## src/rtl/dflr_pkg.sv

```systemverilog
// Shared types and constants for the dollar-framed line receiver.
// Used by dflr_line_mem and dollar_framed_line_receiver_unit; no dependencies.
`default_nettype none

package dflr_pkg;

  localparam int LINE_CAPACITY = 64;
  localparam int ADDR_W        = $clog2(LINE_CAPACITY);
  localparam int COUNT_W       = $clog2(LINE_CAPACITY + 1);

  localparam logic [7:0] CH_DOLLAR = 8'h24;
  localparam logic [7:0] CH_CR     = 8'h0D;
  localparam logic [7:0] CH_LF     = 8'h0A;
  localparam logic [7:0] CH_BS     = 8'h08;
  localparam logic [7:0] CH_LOW_A  = 8'h61;
  localparam logic [7:0] CH_LOW_Z  = 8'h7A;

  typedef enum logic [1:0] {
    ACT_RECV  = 2'd0,
    ACT_CLEAR = 2'd1,
    ACT_READ  = 2'd2
  } action_t;

  typedef enum logic [1:0] {
    PH_HUNT  = 2'd0,
    PH_LINE  = 2'd1,
    PH_READY = 2'd2
  } phase_t;

  typedef enum logic [3:0] {
    ST_IGNORED  = 4'd0,
    ST_START    = 4'd1,
    ST_RESTART  = 4'd2,
    ST_STORED   = 4'd3,
    ST_ERASED   = 4'd4,
    ST_FULL     = 4'd5,
    ST_COMPLETE = 4'd6,
    ST_REFUSED  = 4'd7,
    ST_CLEARED  = 4'd8,
    ST_READ     = 4'd9
  } status_t;

endpackage

`default_nettype wire

```

## src/rtl/dflr_line_mem.sv

```systemverilog
// Character store of the line receiver: one write port, one registered read port.
// Depends on dflr_pkg for the depth and address width.
`default_nettype none

module dflr_line_mem
  import dflr_pkg::*;
(
  input  wire logic              clk,
  input  wire logic              wr_en,
  input  wire logic [ADDR_W-1:0] wr_addr,
  input  wire logic [7:0]        wr_data,
  input  wire logic              rd_en,
  input  wire logic [ADDR_W-1:0] rd_addr,
  output logic      [7:0]        rd_data
);

  logic [7:0] mem [LINE_CAPACITY];

  always_ff @(posedge clk) begin
    if (wr_en) begin
      mem[wr_addr] <= wr_data;
    end
  end

  // The read data holds between reads so that a stalled result keeps its character.
  always_ff @(posedge clk) begin
    if (rd_en) begin
      rd_data <= mem[rd_addr];
    end
  end

endmodule

`default_nettype wire

```

## src/rtl/dollar_framed_line_receiver_unit.sv

```systemverilog
// Top level of the dollar-framed line receiver.
// Depends on dflr_pkg and dflr_line_mem.
`default_nettype none

// Assembles one command line from a byte stream: a line opens at '$', closes at CR or LF,
// and backspace removes the last character. Lower-case letters are stored upper-cased, up
// to 64 characters; further bytes are dropped. Once complete the line is held and bytes are
// refused until a clear item. A read item returns the character at an index, or zero at or
// past the length. Each input transfer yields exactly one result transfer. One item is
// accepted every cycle when not stalled: the line state updates and the store is written
// or read in the accepting cycle, and the result appears in the output register on the next
// cycle. Input is taken whenever the output register is empty or is being emptied in the same cycle.

module dollar_framed_line_receiver_unit
  import dflr_pkg::*;
(
  input  wire logic        clk,
  input  wire logic        rst,
  input  wire logic        s_tvalid,
  output logic             s_tready,
  input  wire logic [15:0] s_tdata,  // byte_in [7:0], read_index [13:8], zeros [15:14]
  input  wire logic [1:0]  s_tuser,  // action [1:0]
  output logic             m_tvalid,
  input  wire logic        m_tready,
  output logic      [15:0] m_tdata,  // line_length [6:0], line_ready [7], read_char [15:8]
  output logic      [3:0]  m_tuser   // status [3:0]
);

  phase_t             phase, phase_next;
  logic [COUNT_W-1:0] write_count, write_count_next;

  status_t            status, status_next;
  logic [COUNT_W-1:0] line_length;
  logic               line_ready;
  logic               read_hit, read_hit_next;
  logic               out_valid;

  logic               accept;
  action_t            action;
  logic [7:0]         byte_in;
  logic [5:0]         read_index;
  logic [7:0]         stored_byte;
  logic               store_wr;
  logic [7:0]         mem_q;

  assign action     = action_t'(s_tuser);
  assign byte_in    = s_tdata[7:0];
  assign read_index = s_tdata[13:8];

  assign s_tready = !out_valid || m_tready;
  assign accept   = s_tvalid && s_tready;

  // Only ASCII a-z is folded to upper case.
  assign stored_byte = (byte_in >= CH_LOW_A && byte_in <= CH_LOW_Z) ?
                       (byte_in & 8'hDF) : byte_in;

  // Next line state.
  always_comb begin
    phase_next       = phase;
    write_count_next = write_count;
    unique case (action)
      ACT_RECV: begin
        unique case (phase)
          PH_HUNT: begin
            if (byte_in == CH_DOLLAR) begin
              phase_next = PH_LINE;
            end
          end
          PH_LINE: begin
            if (byte_in == CH_DOLLAR) begin
              write_count_next = '0;
            end else if (byte_in == CH_CR || byte_in == CH_LF) begin
              phase_next = PH_READY;
            end else if (byte_in == CH_BS) begin
              if (write_count != '0) begin
                write_count_next = write_count - COUNT_W'(1);
              end
            end else if (write_count < COUNT_W'(LINE_CAPACITY)) begin
              write_count_next = write_count + COUNT_W'(1);
            end
          end
          default: begin
          end
        endcase
      end
      ACT_CLEAR: begin
        phase_next       = PH_HUNT;
        write_count_next = '0;
      end
      default: begin
      end
    endcase
  end

  // Status code, store write and read qualification for the item.
  always_comb begin
    status_next   = ST_IGNORED;
    store_wr      = 1'b0;
    read_hit_next = 1'b0;
    unique case (action)
      ACT_RECV: begin
        unique case (phase)
          PH_HUNT: begin
            if (byte_in == CH_DOLLAR) begin
              status_next = ST_START;
            end
          end
          PH_LINE: begin
            if (byte_in == CH_DOLLAR) begin
              status_next = ST_RESTART;
            end else if (byte_in == CH_CR || byte_in == CH_LF) begin
              status_next = ST_COMPLETE;
            end else if (byte_in == CH_BS) begin
              status_next = (write_count != '0) ? ST_ERASED : ST_IGNORED;
            end else if (write_count < COUNT_W'(LINE_CAPACITY)) begin
              status_next = ST_STORED;
              store_wr    = 1'b1;
            end else begin
              status_next = ST_FULL;
            end
          end
          default: begin
            status_next = ST_REFUSED;
          end
        endcase
      end
      ACT_CLEAR: begin
        status_next = ST_CLEARED;
      end
      ACT_READ: begin
        status_next   = ST_READ;
        read_hit_next = (COUNT_W'(read_index) < write_count);
      end
      default: begin
      end
    endcase
  end

  dflr_line_mem u_line_mem (
    .clk     (clk),
    .wr_en   (accept && store_wr),
    .wr_addr (write_count[ADDR_W-1:0]),
    .wr_data (stored_byte),
    .rd_en   (accept && action == ACT_READ),
    .rd_addr (read_index[ADDR_W-1:0]),
    .rd_data (mem_q)
  );

  always_ff @(posedge clk) begin
    if (rst) begin
      phase       <= PH_HUNT;
      write_count <= '0;
      out_valid   <= 1'b0;
    end else begin
      if (accept) begin
        phase       <= phase_next;
        write_count <= write_count_next;
        out_valid   <= 1'b1;
      end else if (m_tready) begin
        out_valid   <= 1'b0;
      end
    end
  end

  always_ff @(posedge clk) begin
    if (accept) begin
      status      <= status_next;
      line_length <= write_count_next;
      line_ready  <= (phase_next == PH_READY);
      read_hit    <= read_hit_next;
    end
  end

  assign m_tvalid = out_valid;
  assign m_tuser  = status;
  assign m_tdata  = {(read_hit ? mem_q : 8'h00), line_ready, line_length};

endmodule

`default_nettype wire

```

## config.mk

```make
export PLATFORM = sky130hd
export DESIGN_NAME = dollar_framed_line_receiver_unit
export DESIGN_NICKNAME = d
export VERILOG_FILES = /design/src/rtl/dflr_pkg.sv /design/src/rtl/dflr_line_mem.sv /design/src/rtl/dollar_framed_line_receiver_unit.sv
export SDC_FILE = /design/constraint.sdc
export NUM_CORES = 1
export LEC_CHECK = 0
export ABC_AREA = 1
export BUFFER_PORTS_ARGS = -buffer_cell sky130_fd_sc_hd__buf_2
export CAP_MARGIN = 5
export CORE_MARGIN = 10
export CORE_UTILIZATION = 50
export CTS_CLUSTER_SIZE = 20
export DETAILED_ROUTE_END_ITERATION = 12
export PLACE_DENSITY_LB_ADDON = 0.3
export SYNTH_ARGS = -nofsm -noshare
export SYNTH_HDL_FRONTEND = slang
export SYNTH_HIERARCHICAL = 1
export SYNTH_SLANG_ARGS = --single-unit
```

## constraint.sdc

```tcl
create_clock -name clk -period 2.8 [get_ports clk]
set_input_delay 0.14 -clock clk [delete_from_list [all_inputs] [get_ports clk]]
set_output_delay 0.14 -clock clk [all_outputs]
set_load 0.01 [all_outputs]
```

# [Word level (Yosys, flattened, before mapping)]
# Memories as Yosys holds them, arrays and structs flattened. A register that Yosys moved wholly into a read port is not among the register bits.
# Cells that the tools add are included.
[totals] latch_bits=0 memories=1 ramBits=512 romBits=0 elab_cells=65 regBits=23
[classes] magnitude_cmp=4 shift=0 n_eq_ne=8 n_mux=32 bitwise=0 n_reduce_logical=11 mul=0 div=0 add_sub_neg=2
[memory_table] name="u_line_mem.mem" depth=64 word_bits=8 read_ports=1 rd_ports_with_merged_regs=1 write_ports=1 line_no="dflr_line_mem.sv:17" text="logic [7:0] mem [LINE_CAPACITY];"
[op_table] op="7-bit two-way mux" n=6
[op_table] op="8-bit by 4-bit == test with 1-bit output, second input constant" n=3
[op_table] op="3-bit two-way mux" n=5
[op_table] op="7-bit case mux with 2 select lines" n=1
[op_table] op="4-bit case mux with 3 select lines" n=1
[op_table] op="1-bit two-way mux" n=11
[op_table] op="8-bit by 6-bit == test with 1-bit output, second input constant" n=1
[op_table] op="8-bit by 7-bit >= comparator with 1-bit output, second input constant" n=1
[op_table] op="8-bit by 7-bit less-or-equal comparator with 1-bit output, second input constant" n=1
[op_table] op="8-bit two-way mux" n=1
[op_table] op="2-bit case mux with 2 select lines" n=2
[op_table] op="4-bit case mux with 2 select lines" n=1
[op_table] op="7-bit by 1-bit adder with 7-bit output, second input constant" n=1
[op_table] op="6-bit by 7-bit < comparator with 1-bit output" n=1
[op_table] op="7-bit < comparator, second input constant" n=1
[op_table] op="7-bit nonzero test" n=1
[op_table] op="7-bit by 1-bit subtractor with 7-bit output, second input constant" n=1
[op_table] op="2-bit two-way mux" n=3
[op_table] op="6-bit two-way mux" n=1
[op_table] op="2-bit by 1-bit == test with 1-bit output, second input constant" n=2
[op_table] op="2-bit == test, second input constant" n=2
[op_table] op="1-bit logical AND" n=4
[op_table] op="2-bit zero test" n=2
[op_table] op="1-bit logical OR" n=2
[op_table] op="2 further kinds" n=2

# [Logic depth before layout (Yosys ltp)]
# Gate-level depths: netlist (run 1).
[depth] word_depth=10 mapped_depth=15

# [By module]
# The synthesis (run 1) kept the hierarchy.
[modules_own_cells] module="dflr_line_mem" cells_each=1805 n_inst=1 area_per_inst_um2=21419.3
[modules_own_cells] module="dollar_framed_line_receiver_unit" cells_each=266 n_inst=1 area_per_inst_um2=1895.6

# [Least setup slack after synthesis (run 1)]
# No wires, ideal clock.
[synth_timing] path_type="register to register" startpoint="register out_valid (netlist: m_tvalid)" endpoint="memory u_line_mem.mem[50][0] (enable)" t_arrival_ns=2.587 stages_incl_launch_ff=9 slack_ns=-0.182 period_less_slack_ns=2.982 path_cell_list="dfxtp_1 -> nand2_1 -> nand2_1 -> clkinv_1 -> nand3_1 -> nor3_1 -> clkbuf_1 -> nand4_1 -> nor4_1"
[synth_via] elab_chain_len=6
[synth_rtl] item="start, declared" line_no="dollar_framed_line_receiver_unit.sv:36" text="logic out_valid;"
[synth_rtl] item="start signal, assigned" line_no="dollar_framed_line_receiver_unit.sv:153" text="out_valid <= 1'b0;"
[synth_rtl] item="start signal, assigned" line_no="dollar_framed_line_receiver_unit.sv:158" text="out_valid <= 1'b1;"
[synth_rtl] item="start signal, assigned" line_no="dollar_framed_line_receiver_unit.sv:160" text="out_valid <= 1'b0;"
[synth_rtl] item="1-bit zero test" line_no="dollar_framed_line_receiver_unit.sv:50" text="assign s_tready = !out_valid || m_tready;"
[synth_rtl] item="1-bit logical OR" line_no="dollar_framed_line_receiver_unit.sv:50"
[synth_rtl] item="named net s_tready" line_no="dollar_framed_line_receiver_unit.sv:20" text="output logic s_tready,"
[synth_rtl] item="1-bit logical AND" line_no="dollar_framed_line_receiver_unit.sv:51" text="assign accept = s_tvalid && s_tready;"
[synth_rtl] item="named net accept" line_no="dollar_framed_line_receiver_unit.sv:38" text="logic accept;"
[synth_rtl] item="1-bit logical AND" line_no="dollar_framed_line_receiver_unit.sv:141" text=".wr_en (accept && store_wr),"
[synth_rtl] item="1-bit two-way mux" line_no="dflr_line_mem.sv:20" text="if (wr_en) begin"
[synth_rtl] item="1-bit two-way mux (implied by the code)" line_no="dflr_line_mem.sv:21" text="mem[wr_addr] <= wr_data;"
[synth_rtl] item="end, declared" line_no="dflr_line_mem.sv:17"
# The timed path passes the listed nets, and every way through them passes these cells.

# [Worst setup path after layout (run 1)]
[layout_timing] startpoint="register phase[0]" endpoint="memory u_line_mem.mem[30][5] (enable)"
[layout_via] elab_chain_len=6
[layout_rtl] item="start, declared" line_no="dollar_framed_line_receiver_unit.sv:29" text="phase_t phase, phase_next;"
[layout_rtl] item="start signal, assigned" line_no="dollar_framed_line_receiver_unit.sv:156" text="phase <= phase_next;"
[layout_rtl] item="2-bit by 1-bit == test with 1-bit output" line_no="dollar_framed_line_receiver_unit.sv:102" text="unique case (phase)"
[layout_rtl] item="1-bit two-way mux" line_no="dollar_framed_line_receiver_unit.sv:102"
[layout_rtl] item="1-bit two-way mux" line_no="dollar_framed_line_receiver_unit.sv:100" text="unique case (action)"
[layout_rtl] item="1-bit logical AND" line_no="dollar_framed_line_receiver_unit.sv:141"
[layout_rtl] item="1-bit two-way mux" line_no="dflr_line_mem.sv:20"
[layout_rtl] item="1-bit two-way mux (implied by the code)" line_no="dflr_line_mem.sv:21"
# Every way passes these cells.

==> results of run 1 <==
==> registers in the layout (all words and copies together) (netlist names), 2 cells and up <==
signal	count
m_tuser	4
u_line_mem/rd_data	8
u_line_mem/mem	512
write_count	7
phase	2
line_length	7
==> logic make-up (layout without fill, tap and decap cells) <==
kind of cell    after synthesis  after routing  share of synthesized area
simple gates               1287           1287                      0.238
flops                       543            543                      0.695
buf+inv                     178            320                     0.0468
compound gates               47             47                     0.0118
fa+ha+maj                    12             12                    0.00644
xor+xnor                      4              4                    0.00150
==> through the flow <==
step | worst slack (ns) | hold slack [ns] | TNS (ns) | util | total power, W
after global routing | -0.0455 | 0.0270 | -0.396 | 0.565 | 0.0178
after global placement | 0.172 | 0.445 | 0 | 0.527 | 0.0104
after floorplan | -0.182 | 0.239 | -11.62 | - | 0.00994
after CTS | 0.167 | 0.00706 | 0 | 0.565 | 0.0173
after detailed placement | 0.144 | 0.452 | 0 | 0.527 | 0.0104
final | 0.0652 | 0.0312 | 0 | 0.565 | 0.0173
==> final cells by class <==
cell class,instances,share of cell area
inverters,57,0.00846
multi-input cells,1350,0.231
flip-flops and latches,543,0.619
well taps,607,0.0290
clock inverters,27,0.00975
repair buffers,164,0.0477
clock buffers,72,0.0554
==> what timing repair did <==
item	CTS	global route
setup endpoints to repair	0	17
hold endpoints to repair	12	0
hold buffers	4	0
==> power by group through the flow <==
stage,registers (W),clock network [W],logic [W]
2_1_floorplan,0.00917,0,0.000774
5_1_grt,0.00901,0.00744,0.00135
6_report,0.00901,0.00702,0.00122
3_3_place_gp,0.00917,0,0.00118
3_5_place_dp,0.00918,0,0.00120
4_1_cts,0.00900,0.00711,0.00121
==> metal layers <==
layer / global-route usage / part of all wire / up-vias / wire length, um
met2: 0.321 / 0.47 / 668 / 26700
met4: 0.0758 / 0.033 / 0 / 1880
met5: 0 / 0 / - / 0
met1: 0.266 / 0.42 / 7556 / 23800
li1: - / - / 7439 / -
met3: 0.0452 / 0.085 / 127 / 4870
==> worst max-delay path, cell delays in order (launching register included) <==
cell,delay [ns]
dfxtp_1,0.41
inv_2,0.08
nor2_4,0.13
inv_2,0.07
a21oi_4,0.13
inv_2,0.09
nor3_1,0.34
nand4_1,0.52
buf_4,0.37
nor2_1,0.12
buf_4,0.20
==> worst max-delay path by stage <==
| stage | from | to | cells past startpoint | slack [ns] |
|---|---|---|---|---|
| 5_1_grt | phase[0] | u_line_mem/mem[52][0] | 10 | -0.05 |
| 3_3_place_gp | s_tdata[3] | u_line_mem/mem[22][0] | 11 | 0.17 |
| 4_1_cts | phase[0] | u_line_mem/mem[30][0] | 10 | 0.17 |
| 6_report | phase[0] | u_line_mem/mem[30][5] | 10 | 0.07 |
| 2_1_floorplan | m_tvalid | u_line_mem/mem[50][0] | 8 | -0.18 |
| 3_5_place_dp | s_tdata[3] | u_line_mem/mem[30][3] | 11 | 0.14 |
==> cells in the final DEF (no fill, tap or decap), drive strengths merged, types with 10 or more instances in the layout <==
master,Yosys,final
a21oi,19,19
buf,105,160
clkbuf,16,72
clkinv,1,22
dfxtp,10,10
edfxtp,533,533
ha,12,12
inv,56,57
nand2,721,721
nand3,459,459
nand4,15,15
nor2,76,76
o21ai,18,18
==> flow_summary.toml, run 1 <==
[pwr]
power.density_nw_per_um2 = 659
vdd_drop_max_mv = 0.512
seqPwrFrac = 0.522
netSwitchingFraction = 0.225
clkPwrFrac = 0.407
power_frac_comb = 0.071
p_int_w = 0.0134
power.switching_w = 0.00388
leakagePower_nw = 9.82

[worst_setup_path]
cp_max_fo = 8
cp.arrival_ns = 3.04
worstSetupPathType = "register to register"
rrSetupSlack_ns = 0.07
rr_endpoint = "u_line_mem/mem[30][5]"
crit_required_ns = 3.11
r2r_cells = 10
reg2reg_from = "phase[0]"
start_kind = "register"
cp-end-kind = "register"

[cells_and_area]
fillers = 3877
regArea_um2 = 16200
stdcell_area_um2 = 26200
layout.cells.non_filler = 2820
final_nets = 2203
synthToLayoutAreaGrowth_pct = 12.3
multi_input_area_um2 = 6040
drive_gt1_frac = 0.118
diodes = 0

[clock_network]
tritoncts = "done"
cts_max_path_buffers = 3
path_clk_slew_ns = 0.06
post_cts_resize_count = 0
cts_sinks = 543
cts_root_buf = "clkbuf_16"
cts_inserted_buffers = 53
insertion_delay_ns = 0.60
htree_levels = 2
postCtsSetupBuffers = 0

[global_routing]
grt_max_degree = 138
grt_overflow = 0
track_usage = 0.202
grt_pass1_wl_um = 87900
antenna_found_initial = 2
grt_pass1_vias = 15300

[floorplanning]
fp.dieH_um = 236
num_io_pins = 44
core_area_um2 = 46400
chipWidth_um = 236
die_area_um2 = 55700
rows = 79
start_util = 0.503

[place]
dp_cells = 2717
routabilityCongestion = 0.903
port_buffers = 41
dp_hpwl_um = 34500
place_area_um2 = 24400

[timing]
fin_skew_ns = 0.0153
slew_headroom = 0.417
period_minus_slack_ns = 2.73
setup-violations-final = 0
worstMarginPinSlew_ns = 0.875
hold_viol_final = 0
clock.fmax_mhz = 366
finalMaxSlewViolations = 0
grt_setup_unrepaired = "true"
finalCritPeriodShare = 0.977

[worst_hold_path]
min-delay-start = "s_tuser[1]"
whs_endpoint = "m_tuser[2]"
min_path_type = "primary input to register"
whs_path_depth = 3

[routing]
routed_wl_um = 57300
ant_nets = 0
first_pass_iters = 5
routedWlPerCell_um = 20.3
drtIter0Drc = 1608
num_vias = 15800
post-route-drc-count = 0
viasPerCell = 5.60

[yosys]
syn_nets = 2105
ys_types = 39
async_flop_share = 0
synth_edf_count = 533
synthCells = 2071
netlist_area_um2 = 23300
ys_warn_count = 6
synth_top_area_share = 0.686
ys_top_cells_by_area = "edfxtp_1 69%, nand2_1 11%, nand3_1 9.8%"
synthFlopType = "edfxtp_1"
ys_ff_latch = 543
synth_common_cells = "714 x nand2_1, 533 x edfxtp_1, 458 x nand3_1, 66 x nor2_1, 48 x inv_1"
yosysMostFrequentCell = "nand2_1"
syn_avg_cell_area_um2 = 11.3
synth_top_cell_by_area = "edfxtp_1"
yosysSeqAreaShare = 0.695

[job]
cap_viol_max_count = 0

[status]
outcome = "complete, no violations"
No activity file was read; power rests on OpenSTA's default activity.
==> run 2, diff against run 1 <==
==> constraint.sdc (replaced) <==
create_clock -name clk -period 2.6 [get_ports clk]
set_input_delay 0.13 -clock clk [delete_from_list [all_inputs] [get_ports clk]]
set_output_delay 0.13 -clock clk [all_outputs]
set_load 0.01 [all_outputs]
==> flow_summary.toml, run 2 (synthesis results as in run 1) <==
[status]
outcome = "complete, no violations"

[floorplanning]
rows = 79
die_area_um2 = 55700
fp.dieH_um = 236
num_io_pins = 44
start_util = 0.503
chipWidth_um = 236
core_area_um2 = 46400

[worst_setup_path]
cp.arrival_ns = 2.71
rr_endpoint = "u_line_mem/mem[50][1]"
reg2reg_from = "phase[0]"
start_kind = "register"
max_stage_delay_ns = 0.41
rrSetupSlack_ns = 0.19
crit_slowest_cell = "dfxtp_1"
cp-end-kind = "register"
crit_path_start = "phase[0]"
crit_end = "u_line_mem/mem[50][1]"
r2r_cells = 11
path_cells = "inv_2 > nor2_4 > inv_2 > a21oi_4 > inv_2 > nor3_1 > buf_4 > nand4_1 > buf_4 > nor4_4 > buf_4"
worstSetupPathType = "register to register"
cp_max_fo = 9
crit_required_ns = 2.90

[timing]
worstMarginPinSlew_ns = 1.12
fin_skew_ns = 0.0119
setup-violations-final = 0
holdWs_ns = 0.0664
finalMaxSlewViolations = 0
grt_setup_unrepaired = "false"
clock.fmax_mhz = 415
finalWorstSetupSlack_ns = 0.189
hold_viol_final = 0
slew_headroom = 0.250
finalCritPeriodShare = 0.927
period_minus_slack_ns = 2.41

[cells_and_area]
final_nets = 2208
top_regs = "u_line_mem/mem (512), u_line_mem/rd_data (8)"
largest_reg_flops = 512
layout_common_cells = "714 x nand2_1, 533 x edfxtp_1, 458 x nand3_1"
final_common_cell = "nand2_1"
drive_gt1_frac = 0.123
stdcell_area_um2 = 26400
synthToLayoutAreaGrowth_pct = 13.1
regMostFlops = "u_line_mem/mem"

[place]
routabilityCongestion = 0.889
place_ws_ns = 0.128
dp_hpwl_um = 35600
place_area_um2 = 24500
port_buffers = 41

[routing]
first_pass_iters = 8
routed_wl_um = 57900
routedWlPerCell_um = 20.6
ant_nets = 0
num_vias = 15800
post-route-drc-count = 0
viasPerCell = 5.59
drtIter0Drc = 1683

[worst_hold_path]
min-delay-start = "s_tdata[13]"
min_path_type = "primary input to register"

[pwr]
power.density_nw_per_um2 = 713
leakagePower_nw = 9.88
vdd_drop_max_mv = 0.527

[clock_network]
cts_inserted_buffers = 55
insertion_delay_ns = 0.60
cts_root_buf = "clkbuf_16"
htree_levels = 2
cts_max_path_buffers = 3
postCtsSetupBuffers = 0
tritoncts = "done"
cts_sinks = 543
path_clk_slew_ns = 0.06

[global_routing]
antenna_found_initial = 0
grt_pass1_vias = 15200
grt_max_degree = 135
track_usage = 0.202
grt_pass1_wl_um = 87600
grt_overflow = 0

[job]
cap_viol_max_count = 0
## run 2: cell count changes in the layout (fill, tap and decap cells not counted), sizes merged
cell	delta
clkbuf	-4
inv	-1
bufinv	+2
dlygate4sd3	+2
buf	+1
clkinv	-4
diode	+1
clkinvlp	+1
## run 2: through the flow
stage	util	TNS (ns)	total power, W	instances
after global routing	0.569	0	0.0194	2817
after floorplan	-	-4.07	0.0107	2071
after CTS	0.569	0	0.0189	2817
after detailed placement	0.530	0	0.0112	2718
after global placement	0.530	0	0.0112	2718
final	0.569	0	0.0188	2818
## run 2: how the worst min path moves through the flow
stage	endpoint	slack (ns)	depth (start not counted)
floorplan	u_line_mem/mem[0][0]	0.23	0
global placement	m_tvalid	0.43	4
detailed placement	m_tvalid	0.46	4
CTS	u_line_mem/rd_data[2]	0.04	3
global route	u_line_mem/rd_data[2]	0.08	3
finish	u_line_mem/rd_data[2]	0.07	3
## run 2: repair_timing
item / 4_1_cts / 5_1_grt
hold buffers: 6 / 0
hold endpoints to repair: 14 / 0
gates resized for setup: 0 / 0
## run 2: worst max-delay path: cells and delay by family, from the launching register on
family	cells	cell delay [ns]
buffers and inverters	6	0.88
AND/OR/NAND/NOR	4	0.70
flip-flops	1	0.41
AO/OA/AOI/OAI	1	0.12
## run 2: where the power goes
part	switching [W]	total [W]	internal (W)
registers	0.0000402	0.00970	0.00966
clock network	0.00312	0.00776	0.00464
logic	0.000980	0.00135	0.000369
## run 2: area by class of cell
class / count / area [um^2]
antenna: 1 / 2.50
clock buffer: 68 / 1470
clock inverter: 25 / 288
fill: 3796 / 20000
inverter: 57 / 223
multi-input combinational: 1350 / 6090
sequential: 543 / 16200
tap: 607 / 759
timing repair buffer: 167 / 1330
## run 2: layer usage
layer / routed length, um / GRT usage
met3: 5300 / 0.0439
met1: 23800 / 0.267
met4: 1760 / 0.0791
met5: 0 / 0
met2: 27100 / 0.322
